File: config.mk
export PLATFORM = sky130hd
export DESIGN_NAME = token_stream_lexer_unit_flat
export DESIGN_NICKNAME = d
export VERILOG_FILES = /design/src/tsl_pkg.sv /design/src/tsl_if.sv /design/src/token_stream_lexer_unit.sv /design/src/tsl_core.sv /design/src/tsl_outq.sv /design/src/flat_wrapper.sv
export SDC_FILE = /design/constraint.sdc
export NUM_CORES = 1
export LEC_CHECK = 0
export BUFFER_PORTS_ARGS = -buffer_cell sky130_fd_sc_hd__buf_2
export CORE_ASPECT_RATIO = 0.6
export CORE_MARGIN = 4
export CORE_UTILIZATION = 25
export DETAILED_ROUTE_END_ITERATION = 10
export MAX_ROUTING_LAYER = met4
export PLACE_DENSITY = 0.38
export SETUP_SLACK_MARGIN = 0.15
export SLEW_MARGIN = 15
export SYNTH_ARGS = -nofsm -noshare
export SYNTH_HDL_FRONTEND = slang
export SYNTH_SLANG_ARGS = --single-unit
export TNS_END_PERCENT = 30
File: constraint.sdc
create_clock -name clk -period 9.8 [get_ports clk]
set_input_delay 2.94 -clock clk [delete_from_list [all_inputs] [get_ports clk]]
set_output_delay 2.94 -clock clk [all_outputs]
set_load 0.05 [all_outputs]
File: src/tsl_pkg.sv
// Package with the shared result types of the token stream lexer.
package tsl_pkg;

  // Token kinds carried on the result channel.
  typedef enum logic [3:0] {
    KIND_ID     = 4'd0,
    KIND_BOOL   = 4'd1,
    KIND_INT    = 4'd2,
    KIND_STRING = 4'd3,
    KIND_ASSIGN = 4'd4,
    KIND_PLUS   = 4'd5,
    KIND_MINUS  = 4'd6,
    KIND_STAR   = 4'd7,
    KIND_SLASH  = 4'd8,
    KIND_SEMI   = 4'd9,
    KIND_LPAREN = 4'd10,
    KIND_RPAREN = 4'd11,
    KIND_COMMA  = 4'd12,
    KIND_LBRACE = 4'd13,
    KIND_RBRACE = 4'd14,
    KIND_EOF    = 4'd15
  } tsl_kind_t;

  // One result item.
  typedef struct packed {
    tsl_kind_t  kind;
    logic [7:0] text_char;
    logic       has_char;
    logic       token_end;
    logic       last;
  } tsl_result_t;

  // Up to two result items produced by one input byte.
  typedef struct packed {
    logic        v0;
    logic        v1;
    tsl_result_t r0;
    tsl_result_t r1;
  } tsl_push_t;

  // Result queue depth and the free space one input byte may need.
  localparam int unsigned QDepth   = 4;
  localparam int unsigned QPtrW    = $clog2(QDepth);
  localparam int unsigned QCountW  = $clog2(QDepth + 1);
  localparam int unsigned MaxPerIn = 2;

endpackage

File: src/tsl_if.sv
// Valid/ready channel interfaces for the lexer input bytes and result items.
interface tsl_in_if;
  logic       valid;
  logic       ready;
  logic [7:0] in_char;

  modport source (output valid, output in_char, input ready);
  modport sink (input valid, input in_char, output ready);
endinterface

interface tsl_out_if;
  logic       valid;
  logic       ready;
  logic [3:0] kind;
  logic [7:0] text_char;
  logic       has_char;
  logic       token_end;
  logic       last;

  modport source (output valid, output kind, output text_char, output has_char,
                  output token_end, output last, input ready);
  modport sink (input valid, input kind, input text_char, input has_char,
                input token_end, input last, output ready);
endinterface

File: src/token_stream_lexer_unit.sv
// Top level of the token stream lexer: core plus result queue.
//
//  channel | dir | payload                                       | handshake
//  in_chan | in  | in_char                                       | valid/ready
//  out_chan| out | kind, text_char, has_char, token_end, last    | valid/ready
//
// One byte is classified and its results queued in the cycle it is accepted.
// A byte causes zero, one or two result items; the result port moves one per cycle while the receiver is ready.
// Input is taken while the four-entry result queue has room for two items.
// Synchronous active-low reset empties the queue and returns to idle mode.
// A stalled result port fills the queue and then holds off the input.
module token_stream_lexer_unit import tsl_pkg::*; (
  input  logic clk,
  input  logic rst_n,
  tsl_in_if.sink    in_chan,
  tsl_out_if.source out_chan
);

  logic        in_fire;
  logic        space_ok;
  tsl_push_t   push;
  tsl_result_t head;

  assign in_chan.ready = space_ok;
  assign in_fire       = in_chan.valid && space_ok;

  tsl_core u_core (
    .clk     (clk),
    .rst_n   (rst_n),
    .in_fire (in_fire),
    .in_char (in_chan.in_char),
    .push    (push)
  );

  tsl_outq u_outq (
    .clk        (clk),
    .rst_n      (rst_n),
    .push_en    (in_fire),
    .push       (push),
    .space_ok   (space_ok),
    .head_valid (out_chan.valid),
    .head_ready (out_chan.ready),
    .head       (head)
  );

  // Result payload.
  assign out_chan.kind      = head.kind;
  assign out_chan.text_char = head.text_char;
  assign out_chan.has_char  = head.has_char;
  assign out_chan.token_end = head.token_end;
  assign out_chan.last      = head.last;

endmodule

File: src/tsl_core.sv
// Lexer core: byte classification, mode and keyword tracking, result generation.
module tsl_core import tsl_pkg::*; (
  input  logic       clk,
  input  logic       rst_n,
  input  logic       in_fire,
  input  logic [7:0] in_char,
  output tsl_push_t  push
);

  typedef enum logic [1:0] {
    MODE_IDLE = 2'd0,
    MODE_ID   = 2'd1,
    MODE_NUM  = 2'd2,
    MODE_STR  = 2'd3
  } mode_t;

  // Keyword tracking: 1..4 walk "true", 5..9 walk "false".
  localparam logic [3:0] PROG_NONE  = 4'd0;
  localparam logic [3:0] PROG_T     = 4'd1;
  localparam logic [3:0] PROG_TRUE  = 4'd4;
  localparam logic [3:0] PROG_F     = 4'd5;
  localparam logic [3:0] PROG_FALSE = 4'd9;

  localparam logic [7:0] CH_NUL   = 8'd0;
  localparam logic [7:0] CH_QUOTE = 8'h22;

  mode_t      mode_r, mode_nxt;
  logic [3:0] prog_r, prog_nxt;

  logic        is_letter, is_digit, is_op, idle_pass;
  tsl_kind_t   op_kind;
  tsl_result_t char_res, idle_res;
  logic        idle_v;
  tsl_push_t   gen;

  function automatic tsl_result_t end_res(input tsl_kind_t k);
    tsl_result_t r;
    r           = '0;
    r.kind      = k;
    r.token_end = 1'b1;
    return r;
  endfunction

  function automatic logic [3:0] prog_step(input logic [3:0] p, input logic [7:0] c);
    logic hit;
    hit = 1'b0;
    case (p)
      4'd1:    hit = (c == "r");
      4'd2:    hit = (c == "u");
      4'd3:    hit = (c == "e");
      4'd5:    hit = (c == "a");
      4'd6:    hit = (c == "l");
      4'd7:    hit = (c == "s");
      4'd8:    hit = (c == "e");
      default: hit = 1'b0;
    endcase
    return hit ? p + 4'd1 : PROG_NONE;
  endfunction

  // Character classes of the incoming byte.
  assign is_letter = ((in_char >= "a") && (in_char <= "z")) ||
                     ((in_char >= "A") && (in_char <= "Z"));
  assign is_digit  = (in_char >= "0") && (in_char <= "9");

  // Single-character operator decoder.
  always_comb begin
    is_op   = 1'b1;
    op_kind = KIND_ASSIGN;
    unique case (in_char)
      "=":     op_kind = KIND_ASSIGN;
      "+":     op_kind = KIND_PLUS;
      "-":     op_kind = KIND_MINUS;
      "*":     op_kind = KIND_STAR;
      "/":     op_kind = KIND_SLASH;
      ";":     op_kind = KIND_SEMI;
      "(":     op_kind = KIND_LPAREN;
      ")":     op_kind = KIND_RPAREN;
      ",":     op_kind = KIND_COMMA;
      "{":     op_kind = KIND_LBRACE;
      "}":     op_kind = KIND_RBRACE;
      default: is_op = 1'b0;
    endcase
  end

  // A plain text character result.
  always_comb begin
    char_res           = '0;
    char_res.text_char = in_char;
    char_res.has_char  = 1'b1;
  end

  // Mode update and result generation for one byte.
  always_comb begin
    mode_nxt  = mode_r;
    prog_nxt  = prog_r;
    gen       = '0;
    idle_pass = 1'b0;
    idle_res  = '0;
    idle_v    = 1'b0;

    unique case (mode_r)
      MODE_STR: begin
        if (in_char == CH_QUOTE) begin
          gen.v0   = 1'b1;
          gen.r0   = end_res(KIND_STRING);
          mode_nxt = MODE_IDLE;
        end else if (in_char == CH_NUL) begin
          gen.v0   = 1'b1;
          gen.r0   = end_res(KIND_STRING);
          gen.v1   = 1'b1;
          gen.r1   = end_res(KIND_EOF);
          mode_nxt = MODE_IDLE;
        end else begin
          gen.v0 = 1'b1;
          gen.r0 = char_res;
        end
      end
      MODE_ID: begin
        if (is_letter || is_digit) begin
          gen.v0   = 1'b1;
          gen.r0   = char_res;
          prog_nxt = prog_step(prog_r, in_char);
        end else begin
          gen.v0    = 1'b1;
          gen.r0    = end_res(((prog_r == PROG_TRUE) || (prog_r == PROG_FALSE)) ?
                              KIND_BOOL : KIND_ID);
          mode_nxt  = MODE_IDLE;
          prog_nxt  = PROG_NONE;
          idle_pass = 1'b1;
        end
      end
      MODE_NUM: begin
        if (is_digit) begin
          gen.v0 = 1'b1;
          gen.r0 = char_res;
        end else begin
          gen.v0    = 1'b1;
          gen.r0    = end_res(KIND_INT);
          mode_nxt  = MODE_IDLE;
          idle_pass = 1'b1;
        end
      end
      default: idle_pass = 1'b1;
    endcase

    // Handling between tokens, also for a byte that just closed a token.
    if (idle_pass) begin
      if (in_char == CH_NUL) begin
        idle_v   = 1'b1;
        idle_res = end_res(KIND_EOF);
      end else if (is_letter) begin
        idle_v   = 1'b1;
        idle_res = char_res;
        mode_nxt = MODE_ID;
        prog_nxt = (in_char == "t") ? PROG_T : ((in_char == "f") ? PROG_F : PROG_NONE);
      end else if (is_digit) begin
        idle_v   = 1'b1;
        idle_res = char_res;
        mode_nxt = MODE_NUM;
      end else if (in_char == CH_QUOTE) begin
        mode_nxt = MODE_STR;
      end else if (is_op) begin
        idle_v             = 1'b1;
        idle_res           = char_res;
        idle_res.kind      = op_kind;
        idle_res.token_end = 1'b1;
      end
      if (gen.v0) begin
        gen.v1 = idle_v;
        gen.r1 = idle_res;
      end else begin
        gen.v0 = idle_v;
        gen.r0 = idle_res;
      end
    end

    // Mark the final result of this byte.
    if (gen.v1) begin
      gen.r1.last = 1'b1;
    end else if (gen.v0) begin
      gen.r0.last = 1'b1;
    end
  end

  assign push = gen;

  // Mode and keyword state.
  always_ff @(posedge clk) begin
    if (!rst_n) begin
      mode_r <= MODE_IDLE;
      prog_r <= PROG_NONE;
    end else if (in_fire) begin
      mode_r <= mode_nxt;
      prog_r <= prog_nxt;
    end
  end

`ifndef NO_ASSERTIONS
  a_prog_only_in_id: assert property (@(posedge clk) disable iff (!rst_n)
    (prog_r != PROG_NONE) |-> (mode_r == MODE_ID))
    else $error("keyword tracking active outside identifier mode");

  a_second_needs_first: assert property (@(posedge clk) disable iff (!rst_n)
    push.v1 |-> (push.v0 && push.r1.last && !push.r0.last))
    else $error("second result without a first one or with a bad last flag");

  a_quote_closes_string: assert property (@(posedge clk) disable iff (!rst_n)
    (in_fire && (mode_r == MODE_STR) && (in_char == CH_QUOTE)) |=> (mode_r == MODE_IDLE))
    else $error("closing quote did not end the string");
`endif

endmodule

File: src/tsl_outq.sv
// Result queue: takes up to two items per cycle, hands out one per cycle while the reader is ready.
module tsl_outq import tsl_pkg::*; (
  input  logic        clk,
  input  logic        rst_n,
  input  logic        push_en,
  input  tsl_push_t   push,
  output logic        space_ok,
  output logic        head_valid,
  input  logic        head_ready,
  output tsl_result_t head
);

  tsl_result_t         entry_r [QDepth];
  logic [QPtrW-1:0]    wr_ptr_r, wr_ptr_nxt;
  logic [QPtrW-1:0]    rd_ptr_r, rd_ptr_nxt;
  logic [QCountW-1:0]  count_r, count_nxt;
  logic                wr0, wr1, pop;

  // Room for the largest burst one input byte can cause.
  assign space_ok   = (count_r <= QCountW'(QDepth - MaxPerIn));
  assign head_valid = (count_r != '0);
  assign head       = entry_r[rd_ptr_r];

  assign wr0 = push_en && push.v0;
  assign wr1 = push_en && push.v1;
  assign pop = head_valid && head_ready;

  // Pointer and fill level update.
  always_comb begin
    wr_ptr_nxt = wr_ptr_r + QPtrW'(wr0) + QPtrW'(wr1);
    rd_ptr_nxt = rd_ptr_r + QPtrW'(pop);
    count_nxt  = count_r + QCountW'(wr0) + QCountW'(wr1) - QCountW'(pop);
  end

  always_ff @(posedge clk) begin
    if (!rst_n) begin
      wr_ptr_r <= '0;
      rd_ptr_r <= '0;
      count_r  <= '0;
    end else begin
      wr_ptr_r <= wr_ptr_nxt;
      rd_ptr_r <= rd_ptr_nxt;
      count_r  <= count_nxt;
    end
  end

  // Entry storage; the second item lands just after the first.
  always_ff @(posedge clk) begin
    if (wr0) begin
      entry_r[wr_ptr_r] <= push.r0;
    end
    if (wr1) begin
      entry_r[wr_ptr_r + QPtrW'(1)] <= push.r1;
    end
  end

`ifndef NO_ASSERTIONS
  a_no_overflow: assert property (@(posedge clk) disable iff (!rst_n)
    count_r <= QCountW'(QDepth))
    else $error("result queue overflow");

  a_push_has_room: assert property (@(posedge clk) disable iff (!rst_n)
    wr0 |-> (count_r <= QCountW'(QDepth - MaxPerIn)))
    else $error("push into a queue without room for a full burst");
`endif

endmodule

File: src/flat_wrapper.sv
// flat-port wrapper written by rule: the top's interface ports become plain ports
module token_stream_lexer_unit_flat import tsl_pkg::*;
  (clk, rst_n, in_chan_valid, in_chan_in_char, in_chan_ready, out_chan_valid, out_chan_kind, out_chan_text_char, out_chan_has_char, out_chan_token_end, out_chan_last, out_chan_ready);
  tsl_in_if in_chan_i ();
  tsl_out_if out_chan_i ();
  input  logic clk;
  input  logic rst_n;
  input wire logic [$bits(in_chan_i.valid)-1:0] in_chan_valid;
  input wire logic [$bits(in_chan_i.in_char)-1:0] in_chan_in_char;
  output wire logic [$bits(in_chan_i.ready)-1:0] in_chan_ready;
  output wire logic [$bits(out_chan_i.valid)-1:0] out_chan_valid;
  output wire logic [$bits(out_chan_i.kind)-1:0] out_chan_kind;
  output wire logic [$bits(out_chan_i.text_char)-1:0] out_chan_text_char;
  output wire logic [$bits(out_chan_i.has_char)-1:0] out_chan_has_char;
  output wire logic [$bits(out_chan_i.token_end)-1:0] out_chan_token_end;
  output wire logic [$bits(out_chan_i.last)-1:0] out_chan_last;
  input wire logic [$bits(out_chan_i.ready)-1:0] out_chan_ready;
  assign in_chan_i.valid = in_chan_valid;
  assign in_chan_i.in_char = in_chan_in_char;
  assign in_chan_ready = in_chan_i.ready;
  assign out_chan_valid = out_chan_i.valid;
  assign out_chan_kind = out_chan_i.kind;
  assign out_chan_text_char = out_chan_i.text_char;
  assign out_chan_has_char = out_chan_i.has_char;
  assign out_chan_token_end = out_chan_i.token_end;
  assign out_chan_last = out_chan_i.last;
  assign out_chan_i.ready = out_chan_ready;
  token_stream_lexer_unit u_core (.clk(clk), .rst_n(rst_n), .in_chan(in_chan_i), .out_chan(out_chan_i));
endmodule
Word level (Yosys, flattened, before mapping)
Memory sizes are Yosys's and may differ from the RTL's. A register that Yosys moved wholly into a read port is not among the register bits. Cells that the tools add are included.

Memories kept: 1. Flip-flop bits (word level): 13. Bits of input ports: 12. Bits in writable memories: 60.

Memories: u_core.u_outq.entry_r (depth 4, width 15, read ports 1, clocked after Yosys merged registers in 1, write ports 2, RTL line tsl_outq.sv:13) `tsl_result_t entry_r [QDepth];`.

Equality and inequality tests: 32. Add/sub/neg operators: 8. Reduce and logical (&&, ||, !) cells: 15. Multiplexer cells: 62. $lt $le $gt $ge: 7.

Operators by type and width (count): 2-to-1 mux 15 bit (10); equality test 8 x 6 -> 1 bit (second input constant) (10); equality test 8 x 7 -> 1 bit (second input constant) (10); case mux 15 bit (3 select lines) (1); case mux 4 bit (10 select lines) (1); 2-to-1 mux 13 bit (3); 2-to-1 mux 32 bit (1); 2-to-1 mux 1 bit (24); 2-to-1 mux 4 bit (6); 2-to-1 mux 2 bit (10); equality test 4 x 3 -> 1 bit (second input constant) (4); >= comparator 8 x 7 -> 1 bit (second input constant) (2); <= comparator 8 x 7 -> 1 bit (second input constant) (2); 2-to-1 mux 12 bit (1); OR reduction 11 bit (1); equality test 4 x 2 -> 1 bit (second input constant) (2); equality test 4 bit (second input constant) (2); >= comparator 8 x 6 -> 1 bit (second input constant) (1); <= comparator 8 x 6 -> 1 bit (second input constant) (1); zero test 8 bit (1); logical AND 1 bit (7); adder 2 x 1 -> 2 bit (3); adder 3 x 1 -> 3 bit (2); 2-to-1 mux 3 bit (2); 14 further kinds (17).

Depth between registers and ports, before layout
Depth in word-level cells: 14. Mapped depth: 14.

Hierarchy
A second synthesis with hierarchy kept.

Cell total of the unflattened synthesis: 412. Area, all modules: 4967.3 um2.

Modules (own cells, without submodules): tsl_outq (cells an instance 196, times used 1, area each 3477.1 um2, sequential area each 1941.9 um2); tsl_core (cells an instance 215, times used 1, area each 1483.9 um2, sequential area each 120.1 um2); token_stream_lexer_unit (cells an instance 1, times used 1, area each 6.3 um2, sequential area each 0.0 um2).

Least setup slack after synthesis
OpenSTA, ideal clock, no wires.

Kind: input to register. From: input port in_chan_in_char[4]. To: memory u_core.u_outq.entry_r[0][0] (netlist name), enable pin. Cell stages on the path: 8. Path buffers: 1. Setup slack: 3.963 ns. Data arrival time: 5.426 ns. Library setup time: 0.411 ns. Path through: clkbuf_1 > nand4bb_1 > or2_2 > o211ai_1 > nand2b_1 > nand2b_1 > nand2_1 > o31ai_1.

RTL lines: from (decl) (RTL line flat_wrapper.sv:9) `input wire logic [$bits(in_chan_i.in_char)-1:0] in_chan_in_char;`; to (decl) (RTL line tsl_outq.sv:13).

Worst setup path in the final report
From: input port in_chan_in_char[2]. To: register u_core.u_outq.count_r[2].

Longest elaborated chain between the ends: 14.

RTL lines: equality test 8 x 7 -> 1 bit / equality test 8 x 6 -> 1 bit (equally long branches) (RTL line tsl_core.sv:69) `unique case (in_char)`; OR reduction 11 bit (no line); 2-to-1 mux 1 bit (RTL line tsl_core.sv:69); 2-to-1 mux 1 bit (RTL line tsl_core.sv:162) `end else if (is_op) begin`; 2-to-1 mux 1 bit (RTL line tsl_core.sv:160) `end else if (in_char == CH_QUOTE) begin`; 2-to-1 mux 1 bit (RTL line tsl_core.sv:156) `end else if (is_digit) begin`; 2-to-1 mux 1 bit (RTL line tsl_core.sv:151) `end else if (is_letter) begin`; 2-to-1 mux 1 bit (RTL line tsl_core.sv:148) `if (in_char == CH_NUL) begin`; 2-to-1 mux 1 bit (RTL line tsl_core.sv:168) `if (gen.v0) begin`; 2-to-1 mux 32 bit * (RTL line tsl_core.sv:147) `if (idle_pass) begin`; logical AND 1 bit (RTL line tsl_outq.sv:24) `assign wr0 = push_en && push.v0;`; adder 3 x 1 -> 3 bit (RTL line tsl_outq.sv:32) `count_nxt = count_r + QCountW'(wr0) + QCountW'(wr1) - QCountW'(pop);`; adder 3 x 1 -> 3 bit * (RTL line tsl_outq.sv:32); subtractor 3 x 1 -> 3 bit * (RTL line tsl_outq.sv:32); to (signal assigned) (RTL line tsl_outq.sv:43) `count_r <= count_nxt;`; to (decl) (RTL line tsl_outq.sv:16) `logic [QCountW-1:0] count_r, count_nxt;`.

Mark *: on every way between the ends. The rest lies on a longest branch, timed or not. A chain may end at the register's enable or synchronous reset.

==> metrics.md <==
| Metric | Value |
|---|---|
| Status | finished clean |
| Global route overflow | 0 |
| Final Power | around 1200 uW |
| Final net count | between 400 and 500 |
| Initial antenna violation count | 0 |
| Reg2reg start | u_core.u_outq.count_r[1] |
| Most frequent cells in the layout | edfxtp_1, and2_1, nand2_1, buf_2, nor2_1 |
| 1st-pass router iterations | 4 |
| Syn_area_per_cell | ~11 um^2 |
| Critical-path cell list | buf_2 -> or3_1 -> o221ai_1 -> o211ai_1 -> nand2b_1 -> nand2b_1 -> nand2_1 -> ha_1 -> inv_1 -> fa_1 -> fa_1 -> xnor2_1 -> and2_1 |
| Via-to-Cell Ratio | 4.83 |
| Post-synthesis sequential area ratio | ~48% |
| Area occupied by registers | roughly 2100 um^2 |
| Fillers | approximately 1,800 |
| First-pass GRT wire length | 19.0 mm |
| Area of the multi-input gates | between 2000 and 2500 um^2 |
| Finished Core Util | 30.0% |
| # diodes | 0 |
| Fraction of layout cells with a size suffix above 1 | about a fifth |
| Crit path arrival time | roughly 6.1 ns |
| Pleak | approximately 0.0018 uW |
| Hold_buf cts | 0 |
| CP delay by family, top | simple AND/OR/NAND/NOR gates |
| WP depth | 13 |
| Post-route DRC violation count | 0 |
| CP Capture Point | u_core.u_outq.count_r[2] |
| Clk_lat worst skew | 0.33 ns |
| Max Cap Violations | 0 |
| Pwr dens | 241 nW/um^2 |
| H-tree depth | 3 |
| Min cycle time layout | 5.83 ns |
| Critical path class | in2reg |
| Setup TNS | 0 ns |
| Vias in the first global route | approximately 3,100 |
| Root Buffer | clkbuf_16 |
| Highest Signal Layer | met4 |
| Synthesized instance count | 388 |
| Sink Count | 73 |
| Reg clk slew, reported paths | roughly 0.060 ns |
| Final Hold Vio Count | 0 |
| CTS tree | done |
| Worst reg-to-reg setup slack | just under 7 ns |
| Final period util | between 50% and 60% |
| Pins Over Slew Limit | 0 |
| Num rows | 36 |
| Met3 wire length | 454 um |
| Pin count of the biggest net entering global routing | 26 |
| Async SR Flop Fraction | 0% |
| Worst-case vdd ir drop | 0.0000750 V |
| Num CTS Buffers | 9 |
| Top Ports | 29 |
| Crit path buffers/inverters | 2 |
| Iteration-0 DRC Markers | approximately 270 |
| Gates resized, CTS repair | 0 |
| Post-DP HPWL | 8.81 mm |
| Achievable frequency | approximately 170 MHz |
| Worst-margin pin slew | roughly 1 ns |
| Post-Route WL | 12.0 mm |
| Min-delay worst type | reg2reg |
| Reg2reg path depth | 11 |
| Yosys cell types | between 60 and 70 |
| Unrepaired setup endpoints after global routing | no |
| Crit path from | in_chan_in_char[2] |
| Tot GR Track Use | a little over an eighth |
| Placed cell count | around 620 |
| Vias | around 3,100 |
| Worst r2r dst | u_core.u_outq.count_r[2] |
| Die area | around 20,000 um^2 |
| Max_slew headroom | between 30% and 40% |
| Cell Area, Synth | about 4300 um^2 |
| Buffers on Ports | 28 |
| Post-route ant nets | 0 |
| Starting Density | roughly a quarter |
| Main synth FF type | edfxtp_1 |
| Wire length per cell | around 19 um |
| WP data required | 10.03 ns |
| Gpl congestion | 0.801 |
| Ys Warns | 0 |
| Core area | 16,600 um^2 |
| Layout area overhead | 15.2% |
| Chip width | approximately 180 um |
| Post-CTS Setup Repair Bufs | 0 |
| Mapped Nets | 410 |
| Non-filler cells, final | 638 |
| Endpoints failing setup | 0 |
| Met2 WL | approximately 4.8 mm |
| Wl on met1 | around 6.7 mm |
| Die span in y | approximately 110 um |
| Clock Skew | approximately 0.0076 ns |
| CP max FO | 19 |
| Crit start category | primary input |
| Crit path largest cell delay | about 0.49 ns |
| EDFF count, synth | 60 |
| Synthesized flop and latch total | 73 |
| Commonest non-fill, non-tap cell in the layout | edfxtp_1 |
| Worst Setup End Kind | register |
| Longest Clk Path Bufs | 2 |
| Slowest CP cell | or3_1 |
final cells by class:
| type | instances | share of cell area (%) |
|---|---|---|
| flip-flops and latches | 73 | 41.4 |
| multi-input cells | 271 | 42.2 |
| inverters | 18 | 1.36 |
| repair buffers | 33 | 3.57 |
| well taps | 228 | 5.73 |
| clock inverters | 6 | 1.21 |
| clock buffers | 9 | 4.53 |
state kept, by name, indices dropped and copies added (netlist names):
| signal | flops |
|---|---|
| u_core.u_core.prog_r | 4 |
| u_core.u_core.mode_r | 2 |
| u_core.u_outq.count_r | 3 |
| u_core.u_outq.entry_r | 60 |
| u_core.u_outq.wr_ptr_r | 2 |
| u_core.u_outq.rd_ptr_r | 2 |
worst min path at each step:
stage | slack [ns] | from | to | depth (start not counted)
2_1_floorplan | 0.50 | u_core.u_core.prog_r[1] | u_core.u_core.prog_r[1] | 2
3_3_place_gp | 0.54 | u_core.u_core.prog_r[1] | u_core.u_core.prog_r[1] | 2
3_5_place_dp | 0.56 | u_core.u_core.prog_r[1] | u_core.u_core.prog_r[1] | 2
4_1_cts | 0.57 | u_core.u_core.prog_r[1] | u_core.u_core.prog_r[1] | 2
5_1_grt | 0.63 | u_core.u_core.prog_r[1] | u_core.u_core.prog_r[1] | 2
6_report | 0.56 | u_core.u_core.prog_r[1] | u_core.u_core.prog_r[1] | 2
synthesized netlist by cell type (2+ instances only):
cell	count	area, um^2
nand2b_1	5	31.3
a31oi_1	7	43.8
a31o_2	5	43.8
clkbuf_1	20	75.1
o211ai_1	5	37.5
nand4b_1	2	17.5
o21ai_1	6	30.0
o2111ai_1	2	17.5
and3_1	2	12.5
a22oi_1	2	15.0
a211oi_1	2	15.0
nor2_1	21	78.8
ha_1	7	87.6
o31ai_4	2	42.5
clkbuf_2	2	10.0
nand4_1	2	12.5
inv_1	17	63.8
mux4_2	15	338
xnor2_1	3	26.3
dfxtp_1	13	260
nor4_1	2	12.5
edfxtp_1	60	1800
o311ai_0	2	17.5
nand2_1	36	135
o21ai_0	19	95.1
mux2i_1	11	110
nand3_1	6	30.0
o221ai_1	2	17.5
o31ai_1	8	60.1
nand2_2	3	18.8
o21a_1	3	22.5
a21oi_1	9	45.0
or2_2	4	25.0
nor3_1	6	30.0
and2_1	39	244
nor2b_1	4	25.0
o22ai_1	4	25.0
fa_1	3	60.1
xor2_1	4	35.0
routing by layer:
layer  track usage (%)  up-vias
met5                 -        -
met4              2.43        0
met3              3.30        8
met2              17.6       59
met1              20.6     1534
li1                  -     1481
power breakdown:
part	total, uW	switching, uW	internal (uW)	leakage (uW)
Clock	324	129	194	0.000139
Combinational	454	309	144	0.000972
Sequential	423	32.6	390	0.000663
kinds of logic (layout without fill, tap and decap cells):
kind of cell,Yosys count,in the layout,synth area share (%)
xor gates and xnor gates,7,7,1.42
muxes,26,26,10.4
adders and majority gates,10,10,3.42
AOI/OAI and AO/OA,90,90,15.5
buffers and inverters,44,66,4.17
DFF,73,73,47.7
and+or+nand+nor,138,138,17.4
tightest hold or removal path: stages, from the launching register on:
cell and delay, ns:
dfxtp_1 0.36, nand3_1 0.09, o21ai_0 0.07
through the flow:
stage	setup slack [ns]	hold slack [ns]	area [um^2]
floorplan	3.96	0.496	4320
global placement	3.72	0.535	4690
detailed placement	3.64	0.556	4690
CTS	3.99	0.565	4980
global route	3.74	0.625	4980
finish	3.97	0.565	4980
Power figures use the tool's default switching activity.
